`config.mk`:
```
export PLATFORM = sky130hd
export DESIGN_NAME = binary_morphology_3x3_top
export DESIGN_NICKNAME = d
export VERILOG_FILES = /design/src/bmorph_pkg.sv /design/src/bmorph_linebuf.sv /design/src/bmorph_rsp_fifo.sv /design/src/binary_morphology_3x3_top.sv
export SDC_FILE = /design/constraint.sdc
export NUM_CORES = 2
export LEC_CHECK = 0
export ABC_AREA = 0
export BUFFER_PORTS_ARGS = -buffer_cell sky130_fd_sc_hd__buf_4
export CORE_AREA = 2 2 526 528
export CTS_CLUSTER_DIAMETER = 150
export DETAILED_ROUTE_END_ITERATION = 8
export DIE_AREA = 0 0 528 530
export PLACE_DENSITY_LB_ADDON = 0.25
export SETUP_SLACK_MARGIN = 0.3
export SLEW_MARGIN = 0
export SYNTH_ARGS = -nofsm -noshare
export SYNTH_HDL_FRONTEND = slang
export SYNTH_HIERARCHICAL = 1
export SYNTH_SLANG_ARGS = --single-unit
```
`constraint.sdc`:
```
create_clock -name clock -period 19.75 [get_ports clock]
set_input_delay 0.9875 -clock clock [delete_from_list [all_inputs] [get_ports clock]]
set_output_delay 0.9875 -clock clock [all_outputs]
set_load 0.02 [all_outputs]
```
`src/bmorph_pkg.sv`:
```
// bmorph_pkg: shared constants, register codes and the result record for the
// 3x3 binary morphology block. No dependencies; imported by every module in src.
package bmorph_pkg;

   localparam int CfgWidth         = 11;
   localparam int CsrIndexWidth    = 2;
   localparam int MaxWidthDefault  = 1024;
   localparam int MaxHeightDefault = 1024;
   localparam int WidthReset       = 640;
   localparam int HeightReset      = 480;
   localparam int CoordWidth       = 10;
   localparam int ReqDataWidth     = 8;
   localparam int RspDataWidth     = 24;
   localparam int LineTaps         = 2;   // upper and middle row bit per column
   localparam int RspDepth         = 4;
   localparam int RspCountWidth    = $clog2(RspDepth + 1);

   typedef enum logic [CsrIndexWidth-1:0] {
      REG_IMAGE_WIDTH    = 2'd0,
      REG_IMAGE_HEIGHT   = 2'd1,
      REG_OPERATION_MODE = 2'd2,
      REG_ELEMENT_SHAPE  = 2'd3
   } csr_index_type;

   localparam logic REQ_PIXEL      = 1'b0;
   localparam logic REQ_FLUSH      = 1'b1;
   localparam logic MODE_DILATION  = 1'b0;
   localparam logic MODE_EROSION   = 1'b1;
   localparam logic SHAPE_CROSS    = 1'b0;
   localparam logic SHAPE_SQUARE   = 1'b1;

   typedef struct packed {
      logic                  frame_last;
      logic [CoordWidth-1:0] out_column;
      logic [CoordWidth-1:0] out_row;
      logic                  pixel_out;
   } rsp_type;

endpackage

```
`src/bmorph_linebuf.sv`:
```
// bmorph_linebuf: one synchronous memory holding the two buffered rows per column,
// registered read, with same-edge write forwarding. Uses bmorph_pkg.
module bmorph_linebuf #(
   parameter int DEPTH = bmorph_pkg::MaxWidthDefault
) (
   input  logic                                 clock,
   input  logic                                 reset,
   input  logic                                 rd_en,
   input  logic [$clog2(DEPTH)-1:0]             rd_addr,
   output logic [bmorph_pkg::LineTaps-1:0]      rd_data,
   input  logic                                 wr_en,
   input  logic [$clog2(DEPTH)-1:0]             wr_addr,
   input  logic [bmorph_pkg::LineTaps-1:0]      wr_data
);
   import bmorph_pkg::*;

   logic [LineTaps-1:0] line_mem [DEPTH];
   logic [LineTaps-1:0] rd_q_ff;
   logic [LineTaps-1:0] fwd_data_ff;
   logic                fwd_ff;

   always_ff @(posedge clock) begin
      if (wr_en) begin
         line_mem[wr_addr] <= wr_data;
      end
      if (rd_en) begin
         rd_q_ff <= line_mem[rd_addr];
      end
      fwd_data_ff <= wr_data;
   end

   // read and write of the same column on one edge: the read saw old data
   always_ff @(posedge clock) begin
      if (reset) begin
         fwd_ff <= 1'b0;
      end else begin
         fwd_ff <= rd_en && wr_en && (rd_addr == wr_addr);
      end
   end

   assign rd_data = fwd_ff ? fwd_data_ff : rd_q_ff;

endmodule

```
`src/bmorph_rsp_fifo.sv`:
```
// bmorph_rsp_fifo: small result queue between the window stage and the rsp port.
// Uses bmorph_pkg::rsp_type.
module bmorph_rsp_fifo #(
   parameter int DEPTH = bmorph_pkg::RspDepth
) (
   input  logic                           clock,
   input  logic                           reset,
   input  logic                           push_en,
   input  bmorph_pkg::rsp_type            push_data,
   output logic                           out_valid,
   input  logic                           out_ready,
   output bmorph_pkg::rsp_type            out_data,
   output logic [$clog2(DEPTH+1)-1:0]     count
);
   import bmorph_pkg::*;

   localparam int AW = (DEPTH > 1) ? $clog2(DEPTH) : 1;
   localparam int CW = $clog2(DEPTH + 1);

   rsp_type         entry_mem [DEPTH];
   logic [AW-1:0]   wr_ptr_ff, wr_ptr_in;
   logic [AW-1:0]   rd_ptr_ff, rd_ptr_in;
   logic [CW-1:0]   count_ff, count_in;
   logic            pop;

   assign out_valid = (count_ff != '0);
   assign pop       = out_valid && out_ready;
   assign out_data  = entry_mem[rd_ptr_ff];
   assign count     = count_ff;

   always_comb begin
      wr_ptr_in = wr_ptr_ff;
      rd_ptr_in = rd_ptr_ff;
      if (push_en) begin
         wr_ptr_in = (wr_ptr_ff == AW'(DEPTH - 1)) ? '0 : wr_ptr_ff + AW'(1);
      end
      if (pop) begin
         rd_ptr_in = (rd_ptr_ff == AW'(DEPTH - 1)) ? '0 : rd_ptr_ff + AW'(1);
      end
      count_in = count_ff + CW'(push_en) - CW'(pop);
   end

   always_ff @(posedge clock) begin
      if (reset) begin
         wr_ptr_ff <= '0;
         rd_ptr_ff <= '0;
         count_ff  <= '0;
      end else begin
         wr_ptr_ff <= wr_ptr_in;
         rd_ptr_ff <= rd_ptr_in;
         count_ff  <= count_in;
      end
   end

   always_ff @(posedge clock) begin
      if (push_en) begin
         entry_mem[wr_ptr_ff] <= push_data;
      end
   end

endmodule

```
`src/binary_morphology_3x3_top.sv`:
```
// binary_morphology_3x3_top: 3x3 binary dilation/erosion over a raster pixel stream.
// Result path: a transaction completing a neighborhood passes the line-buffer read
//   stage, then the result queue. Throughput: one transaction per cycle unless missing
//   queue credit or an extra drain push drops req_tready; a drain flush in a one-row
//   image walks two positions through the single line-buffer read/write port pair.
// Reset: clears position, pending count, window, queue and registers (640x480,
//   dilation, square). Line buffers are not cleared; unwritten columns are masked.
module binary_morphology_3x3_top #(
   parameter int MAX_WIDTH  = bmorph_pkg::MaxWidthDefault,
   parameter int MAX_HEIGHT = bmorph_pkg::MaxHeightDefault
) (
   input  logic                                  clock,
   input  logic                                  reset,
   // request stream
   input  logic                                  req_tvalid,
   output logic                                  req_tready,
   input  logic [bmorph_pkg::ReqDataWidth-1:0]   req_tdata,  // [0] pixel_in, [7:1] zero
   input  logic                                  req_tuser,  // [0] req_type
   // result stream
   output logic                                  rsp_tvalid,
   input  logic                                  rsp_tready,
   output logic [bmorph_pkg::RspDataWidth-1:0]   rsp_tdata,  // [0] pixel_out,
                                                             // [10:1] out_row,
                                                             // [20:11] out_column,
                                                             // [23:21] zero
   output logic                                  rsp_tlast,  // frame_last
   // register writes
   input  logic                                  csr_we,
   input  logic [bmorph_pkg::CsrIndexWidth-1:0]  csr_index,
   input  logic [bmorph_pkg::CfgWidth-1:0]       csr_wdata
);
   import bmorph_pkg::*;

   // widths derived from the geometry limits
   localparam int CW   = $clog2(MAX_WIDTH);        // column address
   localparam int WDW  = $clog2(MAX_WIDTH + 1);    // holds the width itself
   localparam int HDW  = $clog2(MAX_HEIGHT + 1);   // holds the height itself
   localparam int RW   = $clog2(MAX_HEIGHT + 3);   // row runs two past the image in drain
   localparam int PW   = $clog2(MAX_WIDTH + 2);    // at most one row plus one pending
   localparam int OccW = RspCountWidth + 1;
   localparam int WinBits = 9;

   localparam int WidthInit  = (WidthReset  > MAX_WIDTH)  ? MAX_WIDTH  : WidthReset;
   localparam int HeightInit = (HeightReset > MAX_HEIGHT) ? MAX_HEIGHT : HeightReset;

   // window bit k = column (k/3), row (k%3); column 0 is the left one
   localparam logic [WinBits-1:0] ElemSquare = 9'b111_111_111;
   localparam logic [WinBits-1:0] ElemCross  = 9'b010_111_010;

   // ---------------------------------------------------------------- registers
   logic [WDW-1:0] width_ff;
   logic [HDW-1:0] height_ff;
   logic           mode_ff;
   logic           shape_ff;
   logic [WDW-1:0] width_wr;
   logic [HDW-1:0] height_wr;
   logic           wr_width, wr_height, wr_mode, wr_shape, geom_write;

   always_comb begin
      wr_width  = 1'b0;
      wr_height = 1'b0;
      wr_mode   = 1'b0;
      wr_shape  = 1'b0;
      if (csr_we) begin
         unique case (csr_index_type'(csr_index))
            REG_IMAGE_WIDTH:    wr_width  = 1'b1;
            REG_IMAGE_HEIGHT:   wr_height = 1'b1;
            REG_OPERATION_MODE: wr_mode   = 1'b1;
            REG_ELEMENT_SHAPE:  wr_shape  = 1'b1;
            default: ;
         endcase
      end
      geom_write = wr_width || wr_height;

      // geometry is clamped to 1..MAX on the way in
      if (csr_wdata == '0) begin
         width_wr  = WDW'(1);
         height_wr = HDW'(1);
      end else begin
         width_wr  = (32'(csr_wdata) > 32'(MAX_WIDTH))  ? WDW'(MAX_WIDTH)  : WDW'(csr_wdata);
         height_wr = (32'(csr_wdata) > 32'(MAX_HEIGHT)) ? HDW'(MAX_HEIGHT) : HDW'(csr_wdata);
      end
   end

   always_ff @(posedge clock) begin
      if (reset) begin
         width_ff  <= WDW'(WidthInit);
         height_ff <= HDW'(HeightInit);
         mode_ff   <= MODE_DILATION;
         shape_ff  <= SHAPE_SQUARE;
      end else begin
         if (wr_width)  width_ff  <= width_wr;
         if (wr_height) height_ff <= height_wr;
         if (wr_mode)   mode_ff   <= csr_wdata[0];
         if (wr_shape)  shape_ff  <= csr_wdata[0];
      end
   end

   // ---------------------------------------------------------------- issue stage
   // Position counters live here; each push reads its column from the line buffer.
   logic [RW-1:0]  row_ff, row_in;
   logic [CW-1:0]  col_ff, col_in;
   logic [PW-1:0]  pending_ff, pending_in;
   logic           second_ff, second_in;       // drain flush needs one more push

   logic [RW-1:0]  h_r, r, cr;
   logic [CW-1:0]  c, cc;
   logic [PW-1:0]  pend_base, pend_inc;
   logic [OccW-1:0] occ;
   logic           credit, req_hs, is_pixel, in_drain;
   logic           pixel_go, flush_go, push_go, restart, push_pix;
   logic           emit_end, emit_mid, made;
   logic           top_ok, bot_ok, left_ok, right_ok, last_px;

   logic [RspCountWidth-1:0] fifo_count;
   logic                     b_valid_ff, b_emit_ff;

   always_comb begin
      h_r = RW'(height_ff);

      // room for everything already headed into the result queue
      occ        = OccW'(fifo_count) + OccW'(b_valid_ff && b_emit_ff);
      credit     = occ < OccW'(RspDepth - 1);
      req_tready = credit && !second_ff;

      req_hs   = req_tvalid && req_tready;
      is_pixel = (req_tuser == REQ_PIXEL);
      in_drain = (row_ff >= h_r);
      pixel_go = req_hs && is_pixel;
      flush_go = req_hs && (req_tuser == REQ_FLUSH) && in_drain && (pending_ff != '0);
      push_go  = pixel_go || flush_go || (second_ff && credit);
      restart  = pixel_go && in_drain;           // new image after a finished one
      push_pix = pixel_go ? req_tdata[0] : 1'b1;

      r = restart ? '0 : row_ff;
      c = restart ? '0 : col_ff;

      // column 0 closes the row two up; any other column emits its left neighbor
      emit_end = (c == '0) && (r >= RW'(2)) && (r < h_r + RW'(2));
      emit_mid = (c != '0) && (r >= RW'(1)) && (r < h_r + RW'(1));
      made     = emit_end || emit_mid;

      if (emit_end) begin
         cr = r - RW'(2);
         cc = CW'(width_ff - WDW'(1));
      end else begin
         cr = r - RW'(1);
         cc = c - CW'(1);
      end

      top_ok   = (cr != '0);
      bot_ok   = (cr + RW'(1)) < h_r;
      left_ok  = (cc != '0);
      right_ok = (WDW'(cc) + WDW'(1)) < width_ff;
      last_px  = ((cr + RW'(1)) == h_r) && ((WDW'(cc) + WDW'(1)) == width_ff);

      if ((WDW'(c) + WDW'(1)) >= width_ff) begin
         col_in = '0;
         row_in = r + RW'(1);
      end else begin
         col_in = c + CW'(1);
         row_in = r;
      end

      pend_base  = restart ? '0 : pending_ff;
      pend_inc   = pend_base + PW'(pixel_go);
      pending_in = (made && (pend_inc != '0)) ? pend_inc - PW'(1) : pend_inc;

      second_in = push_go ? (flush_go && !made) : second_ff;
   end

   // ---------------------------------------------------------------- window stage regs
   logic           b_end_ff, b_restart_ff, b_pix_ff;
   logic           b_top_ok_ff, b_bot_ok_ff, b_left_ok_ff, b_right_ok_ff, b_last_ff;
   logic [CW-1:0]  b_addr_ff, b_col_ff;
   logic [RW-1:0]  b_row_ff;

   always_ff @(posedge clock) begin
      if (reset) begin
         row_ff     <= '0;
         col_ff     <= '0;
         pending_ff <= '0;
         second_ff  <= 1'b0;
         b_valid_ff <= 1'b0;
         b_emit_ff  <= 1'b0;
      end else begin
         b_valid_ff <= push_go;
         b_emit_ff  <= push_go && made;
         if (geom_write) begin
            row_ff     <= '0;
            col_ff     <= '0;
            pending_ff <= '0;
            second_ff  <= 1'b0;
         end else begin
            second_ff <= second_in;
            if (push_go) begin
               row_ff     <= row_in;
               col_ff     <= col_in;
               pending_ff <= pending_in;
            end
         end
      end
   end

   always_ff @(posedge clock) begin
      b_end_ff      <= emit_end;
      b_restart_ff  <= restart;
      b_pix_ff      <= push_pix;
      b_addr_ff     <= c;
      b_row_ff      <= cr;
      b_col_ff      <= cc;
      b_top_ok_ff   <= top_ok;
      b_bot_ok_ff   <= bot_ok;
      b_left_ok_ff  <= left_ok;
      b_right_ok_ff <= right_ok;
      b_last_ff     <= last_px;
   end

   // ---------------------------------------------------------------- line buffer
   // rd_data[1] = row two up, rd_data[0] = row one up; written back shifted by one row.
   logic [LineTaps-1:0] lb_rd;

   bmorph_linebuf #(
      .DEPTH (MAX_WIDTH)
   ) u_linebuf (
      .clock   (clock),
      .reset   (reset),
      .rd_en   (push_go),
      .rd_addr (c),
      .rd_data (lb_rd),
      .wr_en   (b_valid_ff),
      .wr_addr (b_addr_ff),
      .wr_data ({lb_rd[0], b_pix_ff})
   );

   // ---------------------------------------------------------------- window and result
   logic [WinBits-1:0] window_ff;
   logic [WinBits-1:0] win_old, win_new, win_sel, elem_mask, ok_mask, hit_vec, miss_vec;
   logic [2:0]         row_ok3;
   logic               pixel_res;
   rsp_type            res;

   always_comb begin
      win_old = b_restart_ff ? '1 : window_ff;
      win_new = {b_pix_ff, lb_rd[0], lb_rd[1], win_old[WinBits-1:3]};
      // column 0 result uses the window before the shift, right column off image
      win_sel = b_end_ff ? {3'b111, win_old[WinBits-1:3]} : win_new;

      elem_mask = (shape_ff == SHAPE_SQUARE) ? ElemSquare : ElemCross;
      row_ok3   = {b_bot_ok_ff, 1'b1, b_top_ok_ff};
      ok_mask   = {row_ok3 & {3{b_right_ok_ff}}, row_ok3, row_ok3 & {3{b_left_ok_ff}}};

      hit_vec  = elem_mask & ok_mask & ~win_sel;          // in-bounds foreground points
      miss_vec = elem_mask & ~(ok_mask & ~win_sel);       // points that break erosion

      if (mode_ff == MODE_DILATION) begin
         pixel_res = ~(|hit_vec);
      end else begin
         pixel_res = |miss_vec;
      end

      res.pixel_out  = pixel_res;
      res.out_row    = CoordWidth'(b_row_ff);
      res.out_column = CoordWidth'(b_col_ff);
      res.frame_last = b_last_ff;
   end

   always_ff @(posedge clock) begin
      if (reset) begin
         window_ff <= '1;
      end else if (geom_write) begin
         window_ff <= '1;
      end else if (b_valid_ff) begin
         window_ff <= win_new;
      end
   end

   // ---------------------------------------------------------------- result queue
   rsp_type fifo_out;

   bmorph_rsp_fifo #(
      .DEPTH (RspDepth)
   ) u_rsp_fifo (
      .clock     (clock),
      .reset     (reset),
      .push_en   (b_valid_ff && b_emit_ff),
      .push_data (res),
      .out_valid (rsp_tvalid),
      .out_ready (rsp_tready),
      .out_data  (fifo_out),
      .count     (fifo_count)
   );

   assign rsp_tdata = RspDataWidth'({fifo_out.out_column, fifo_out.out_row,
                                     fifo_out.pixel_out});
   assign rsp_tlast = fifo_out.frame_last;

   // ---------------------------------------------------------------- checks
   // the issue credit must keep a slot free for every result in flight
   a_queue_room: assert property (@(posedge clock) disable iff (reset)
      (b_valid_ff && b_emit_ff) |-> (fifo_count < RspCountWidth'(RspDepth)))
      else $error("result queue overrun");

   // an extra drain step only arises once the image rows are all in
   a_second_in_drain: assert property (@(posedge clock) disable iff (reset)
      second_ff |-> (row_ff >= RW'(height_ff)))
      else $error("extra drain step outside drain");

   // every accepted pixel transaction walks through the line buffer
   a_pixel_pushed: assert property (@(posedge clock) disable iff (reset)
      (req_tvalid && req_tready && (req_tuser == REQ_PIXEL)) |=> b_valid_ff)
      else $error("accepted pixel not pushed");

endmodule

```
== Word level (Yosys, flattened, before mapping) ==
Memories as Yosys holds them, arrays and structs flattened. A register that Yosys moved wholly into a read port is not among the register bits.
Cells that the tools add are included.
Word-level totals
  bits in registers: 116
  bits in latches: 0
  RAM bits: 2136
  bits in read-only memories: 0
  input port bits: 27
  word-level logic and storage cells: 144
  memories: 2
Cells by class
  add/subtract/negate cells: 18
  $mul: 0
  divide/modulo/power cells: 0
  $lt $le $gt $ge: 10
  equality and inequality tests: 8
  shift operators: 0
  mux-type cells: 31
  bitwise operators: 10
  reduce and logical (&&, ||, !) cells: 38
Memories
  u_linebuf.line_mem: words 1024, bits a word 2, read ports 1, clocked after memory_dff 1, write ports 1, line bmorph_linebuf.sv:17  | logic [LineTaps-1:0] line_mem [DEPTH];
  u_rsp_fifo.entry_mem: words 4, bits a word 22, read ports 1, clocked after memory_dff 1, write ports 1, line bmorph_rsp_fifo.sv:20  | rsp_type entry_mem [DEPTH];
Operators by type and width (count)
  2-to-1 mux 11 bit: 7
  less-than comparator 11 bit: 4
  bitwise AND 9 bit: 4
  adder 11 x 1 -> 11 bit, second input constant: 3
  nonzero test 11 bit: 3
  2-to-1 mux 10 bit: 3
  2-to-1 mux 9 bit: 3
  adder 10 x 1 -> 11 bit, second input constant: 2
  == test 11 bit: 2
  greater-or-equal comparator 11 bit: 2
  subtractor 11 x 1 -> 11 bit, second input constant: 2
  logical AND 1 bit: 20
  nonzero test 10 bit: 2
  subtractor 10 x 1 -> 10 bit, second input constant: 2
  inverter 9 bit: 2
  OR reduction 9 bit: 2
  2-to-1 mux 1 bit: 13
  adder 11 x 1 -> 11 bit: 1
  adder 11 x 2 -> 11 bit, second input constant: 1
  greater-or-equal comparator 11 x 1 -> 1 bit, second input constant: 1
  greater-or-equal comparator 11 x 2 -> 1 bit, second input constant: 1
  greater-than comparator 11 bit, second input constant: 1
  zero test 11 bit: 1
  subtractor 11 x 2 -> 11 bit, second input constant: 1
  18 further kinds: 32

== Longest topological paths before layout ==
  word-level depth: 15
  depth in mapped cells: 44

== Hierarchy ==
Netlist, hierarchy kept.
By module, submodules not included
  bmorph_linebuf: times used 1, cells an instance 4850, area each 84168.2 um^2
  binary_morphology_3x3_top: times used 1, cells an instance 982, area each 7762.4 um^2
  bmorph_rsp_fifo: times used 1, cells an instance 158, area each 3643.5 um^2

== Least setup slack after synthesis ==
Ideal clock, no wire load.
  path type: register to register
  start point: register b_pix_ff
  end point: memory u_linebuf.line_mem[0][0], data pin
  data arrival time: 12.790 ns
  data required time: 16.926 ns
  setup slack: 4.136 ns
  cell stages (with the launch flop): 1
  path buffers: 0
  path through: dfxtp_1
RTL lines
  from (decl): line binary_morphology_3x3_top.sv:173  | logic b_end_ff, b_restart_ff, b_pix_ff;
  from (signal assigned): line binary_morphology_3x3_top.sv:208  | b_pix_ff <= push_pix;
  to (decl): line bmorph_linebuf.sv:17
No word-level cell before the write port.

== Final worst setup path ==
  start point: register b_valid_ff
  end point: register b_last_ff
Between the ends
  word-level cells in the longest chain between the ends: 15
  elaborated cells between the ends (all ways): 24
  those cells by class: add/sub: 6; order compare: 3; eq/ne: 2; mux: 4; reduce/logical: 9
RTL lines
  from (decl): line binary_morphology_3x3_top.sv:116  | logic b_valid_ff, b_emit_ff;
  from (signal assigned): line binary_morphology_3x3_top.sv:187  | b_valid_ff <= push_go;
  logical AND 1 bit *: line binary_morphology_3x3_top.sv:122  | occ = OccW'(fifo_count) + OccW'(b_valid_ff && b_emit_ff);
  adder 3 x 1 -> 4 bit *: line binary_morphology_3x3_top.sv:122
  less-than comparator 4 x 2 -> 1 bit *: line binary_morphology_3x3_top.sv:123  | credit = occ < OccW'(RspDepth - 1);
  logical AND 1 bit *: line binary_morphology_3x3_top.sv:124  | req_tready = credit && !second_ff;
  logical AND 1 bit *: line binary_morphology_3x3_top.sv:126  | req_hs = req_tvalid && req_tready;
  logical AND 1 bit *: line binary_morphology_3x3_top.sv:129  | pixel_go = req_hs && is_pixel;
  named net pixel_go: line binary_morphology_3x3_top.sv:111  | logic pixel_go, flush_go, push_go, restart, push_pix;
  logical AND 1 bit *: line binary_morphology_3x3_top.sv:132  | restart = pixel_go && in_drain;
  2-to-1 mux 11 bit / 2-to-1 mux 10 bit (equally long branches): line binary_morphology_3x3_top.sv:135, binary_morphology_3x3_top.sv:136
  greater-or-equal comparator 11 x 2 -> 1 bit / zero test 10 bit (equally long branches): line binary_morphology_3x3_top.sv:139  | emit_end = (c == '0) && (r >= RW'(2)) && (r < h_r + RW'(2));
  logical AND 1 bit (2 in series): line binary_morphology_3x3_top.sv:139
  2-to-1 mux 10 bit *: line binary_morphology_3x3_top.sv:143  | if (emit_end) begin
  named net cc[0]: line binary_morphology_3x3_top.sv:107  | logic [CW-1:0] c, cc;
  adder 10 x 1 -> 11 bit *: line binary_morphology_3x3_top.sv:155  | last_px = ((cr + RW'(1)) == h_r) && ((WDW'(cc) + WDW'(1)) == width_ff);
  == test 11 bit *: line binary_morphology_3x3_top.sv:155
  logical AND 1 bit *: line binary_morphology_3x3_top.sv:155
  named net last_px: line binary_morphology_3x3_top.sv:113  | logic top_ok, bot_ok, left_ok, right_ok, last_px;
  to (signal assigned): line binary_morphology_3x3_top.sv:216  | b_last_ff <= last_px;
  to (decl): line binary_morphology_3x3_top.sv:174  | logic b_top_ok_ff, b_bot_ok_ff, b_left_ok_ff, b_right_ok_ff, b_last_ff;
Mark *: on every way through the listed nets, which the timed path passes. The rest lies on a longest branch.
A chain may end at the register's enable or synchronous reset.

==> key figures <==
Detailed routing
  – Post-route DRC violation count: 0
  – DR pass1 iterations: 5
  – Post-DR wirelength/cell: about 28 um
  – Post-route ant nets: 0
  – WL final: about 270 mm
  – Via count: ~54,000
  – Vias/cell: about 5.6
  – Initial DRC count: around 6,000

Cells and area
  – Nets: 6,066
  – Sequential Area: about 67,000 um2
  – Post-route cell area: around 110,000 um2
  – Area delta synth->final: 11.64%
  – Filler instances: around 25,000
  – Multi-input gate area: ~27,000 um2
  – Post-layout util: approximately 39%
  – Final Non-Filler Cells: between 9,000 and 10,000
  – Share of layout cells above drive strength 1: about 17%

Power and ir drop
  – Worst vdd ir: slightly above 0.00007 V
  – Internal Power: between 7 and 8 mW
  – Clk pwr share: between 40 and 50%
  – Comb pwr share: around 5.8%
  – Sequential share of power: between 50% and 60%
  – Switching share of power: 22.07%
  – P per Cell Area: between 90 and 100 nW/um2
  – Leak: 31.38 nW
  – Total net switching power: ~2.2 mW

Global route
  – Pin count of the biggest net entering global routing: 253
  – Global-route usage over all layers: between 10% and 20%
  – Vias in the first global route: around 55,000
  – GRT overflow: 0
  – Global-route wire length before repair: 392.4 mm
  – Initial antenna violation count: 12

STA
  – Pin slew with the least headroom to its limit: 1.323 ns
  – RSZ-0062 raised after global routing: false
  – Minimum clock period: about 8.7 ns
  – Final setup fails: 0
  – Worst Skew: just under 0.09 ns
  – Max Slew Vio Count: 0
  – Slew headroom: between 10% and 20%
  – Fin Setup TNS: 0 ns
  – Hold WS: between 0.3 and 0.4 ns
  – Fmax: about 0.12 GHz
  – Hold Violations, Final: 0
  – Crit share post-route: 43.83%

Floorplan
  – Initial Util: a little over a third
  – Die height: roughly 530 um
  – Die Area: about 280,000 um2
  – Core Area: roughly 270,000 um2
  – Num ports: between 50 and 60
  – Rows: between 150 and 200
  – Die Wd: roughly 530 um

Worst setup path
  – CP Data Arrival Time: 9.40 ns
  – Most used cell along the critical path: ha_1
  – CP endpoint kind: flip-flop
  – Worst setup SP type: flip-flop
  – Setup Crit Path Kind: reg -> reg
  – Crit path max fanout: 50
  – Critical-path cell with the highest stage delay: nor3_1
  – CP peak stage delay: 0.57 ns
  – WP data required: slightly above 20 ns

Placement
  – Placer Congestion: between 0.8 and 0.9
  – Port Buffers: between 40 and 50
  – Placed Area: ~100,000 um2
  – Hpwl dp: 157.7 mm
  – Inst Count DP: 9,335

CTS
  – CTS clk-pin slew, worst paths: roughly 0.070 ns
  – Num Clock Sinks: approximately 2,300
  – Worst-Skew Late Latency: between 0.8 and 0.9 ns
  – Post-CTS sizing: 0
  – CTS Buffer Depth: 3
  – # H-tree levels: 4
  – Post-CTS Hold Fix Bufs: 0
  – CTS root buf: clkbuf_16
  – Post-CTS Setup Bufs: 0
  – CTS tree: yes
  – Num CTS Buffers: approximately 220

Outcome
  – Outcome: complete, no violations

Worst hold path
  – Worst Hold Class: in -> reg

Job
  – Max_cap viols: 0

Yosys
  – Post-synthesis cell area: roughly 96,000 um2
  – Sequential area share after synthesis: a little over two thirds
  – Synth cell types: 112
  – Gate Count Post-Synth: 5,990
  – Mapped Avg Cell Area: ~16 um2
  – Post-synth EDFFs: ~2,100
  – Primary FF master, synth: edfxtp_1
  – Synth Register Bits: between 2,000 and 2,500
  – Ys Warns: 6
  – FFs w/ async S/R, synth: 0%
==> cell usage after synthesis (7+ instances only) <==
library cell,instances,area [um2]
a211oi_1,23,172.7
a21o_1,9,67.56
a21oi_1,136,680.7
a221oi_1,11,96.34
a22o_1,21,183.9
a22oi_1,56,420.4
and2_1,30,187.7
and3_1,14,87.58
buf_1,62,232.7
buf_12,7,140.1
buf_2,55,275.3
buf_4,12,90.09
buf_6,47,529.3
buf_8,12,180.2
clkbuf_1,260,975.9
dfxtp_1,115,2302
edfxtp_1,2138,64200
ha_1,87,1089
inv_1,71,266.5
mux2_2,13,146.4
mux2i_1,242,2422
mux4_2,455,10250
nand2_1,179,671.9
nand2b_1,30,187.7
nand3_1,88,440.4
nand4_1,34,212.7
nor2_1,1137,4268
nor2b_1,26,162.7
nor3_1,70,350.3
nor3b_1,14,105.1
nor4_1,25,156.4
o211ai_1,15,112.6
o21a_1,13,97.59
o21ai_0,100,500.5
o21ai_1,12,60.06
o221ai_1,77,674.4
o22ai_1,51,319.1
or2_2,10,62.56
or3_1,18,112.6
xnor2_1,41,359.1
xor2_1,31,271.5
==> final timing paths <==
kind | from | endpoint | slack [ns] | depth (start not counted)
worst max-delay path | b_valid_ff | b_last_ff | 11.09 | 31
worst max register to register | b_valid_ff | b_last_ff | 11.09 | 31
worst min-delay path | req_tdata[0] | b_pix_ff | 0.32 | 2
worst min register to register | b_col_ff[3] | u_rsp_fifo/entry_mem[1][14] | 0.48 | 0
==> registers in the layout (all words and copies together) (netlist names), 2 cells and up, named ones only <==
register / cells
u_linebuf/rd_q_ff: 2
u_linebuf/line_mem: 2048
u_linebuf/fwd_data_ff: 2
u_rsp_fifo/count: 3
width_ff: 11
pending_ff: 11
row_ff: 11
u_rsp_fifo/wr_ptr_ff: 2
u_rsp_fifo/entry_mem: 88
b_row_ff: 10
b_col_ff: 10
h_r: 11
col_ff: 10
u_rsp_fifo/rd_ptr_ff: 2
b_addr_ff: 10
window_ff: 6
==> routing by layer <==
layer	routed length [um]	GRT usage [%]	share of wire [%]	vias up
li1	-	-	-	23160
met1	115300	26.58	42	28700
met2	132800	31.99	49	2069
met3	18840	2.813	6.9	384
met4	6470	4.642	2.4	0
met5	0	0	0	-
==> power groups by stage <==
stage | sequential (mW) | clock [mW] | combinational (mW)
finish | 5.30 | 4.14 | 0.580
global route | 5.29 | 4.41 | 0.631
CTS | 5.29 | 4.22 | 0.593
detailed placement | 5.40 | 0 | 0.591
global placement | 5.40 | 0 | 0.587
floorplan | 5.49 | 0 | 0.410
==> cell usage in the layout (no fill, tap or decap), types with 27 or more instances in the layout <==
cell,count
dfxtp_1,113
ha_1,87
nand2_1,173
xor2_1,31
nand2b_1,29
o21ai_0,100
nor3_1,70
nor2_1,1135
buf_4,186
mux4_2,455
edfxtp_1,2138
clkbuf_16,222
and2_1,27
clkinv_2,44
clkbuf_1,48
nand4_1,34
o22ai_1,51
a22oi_1,56
nand3_1,64
a21oi_1,136
inv_1,66
o221ai_1,77
clkinv_1,54
xnor2_1,41
mux2i_1,242
==> final cells by class <==
class | count | share of cell area [%]
Sequential cell | 2253 | 62.34
Multi-Input combinational cell | 3209 | 25.10
Clock buffer | 275 | 5.440
Tap cell | 3607 | 4.230
Timing Repair Buffer | 192 | 1.421
Clock inverter | 139 | 1.179
Inverter | 74 | 0.2861
Antenna cell | 1 | 0.002345
==> per-stage QoR <==
step	worst slack (ns)	total power, mW
after floorplan	4.136	5.900
after CTS	11.11	10.11
final	11.09	10.01
after global routing	10.44	10.33
after detailed placement	11.17	5.988
after global placement	11.11	5.983
==> logic make-up (layout without fill, tap and decap cells) <==
logic type,Yosys count,in the layout,share of synthesized area [%]
simple gates,1717,1717,7.755
fa+ha+maj,88,88,1.160
xor+xnor,73,73,0.6834
buf+inv,530,680,2.838
flops,2253,2253,69.58
mux,714,714,13.49
other cells,1,4,0.003924
compound gates,614,614,4.484
==> critical path, delay by kind of cell, from the launching register on <==
family,cells,cell delay (ns)
adder cells (fa/ha/maj),5,1.56
buffers and inverters,2,0.48
flip-flops,1,0.48
AND/OR/NAND/NOR,13,3.73
AO/OA/AOI/OAI,9,1.95
XOR/XNOR,2,0.30
Power figures use the tool's default switching activity.
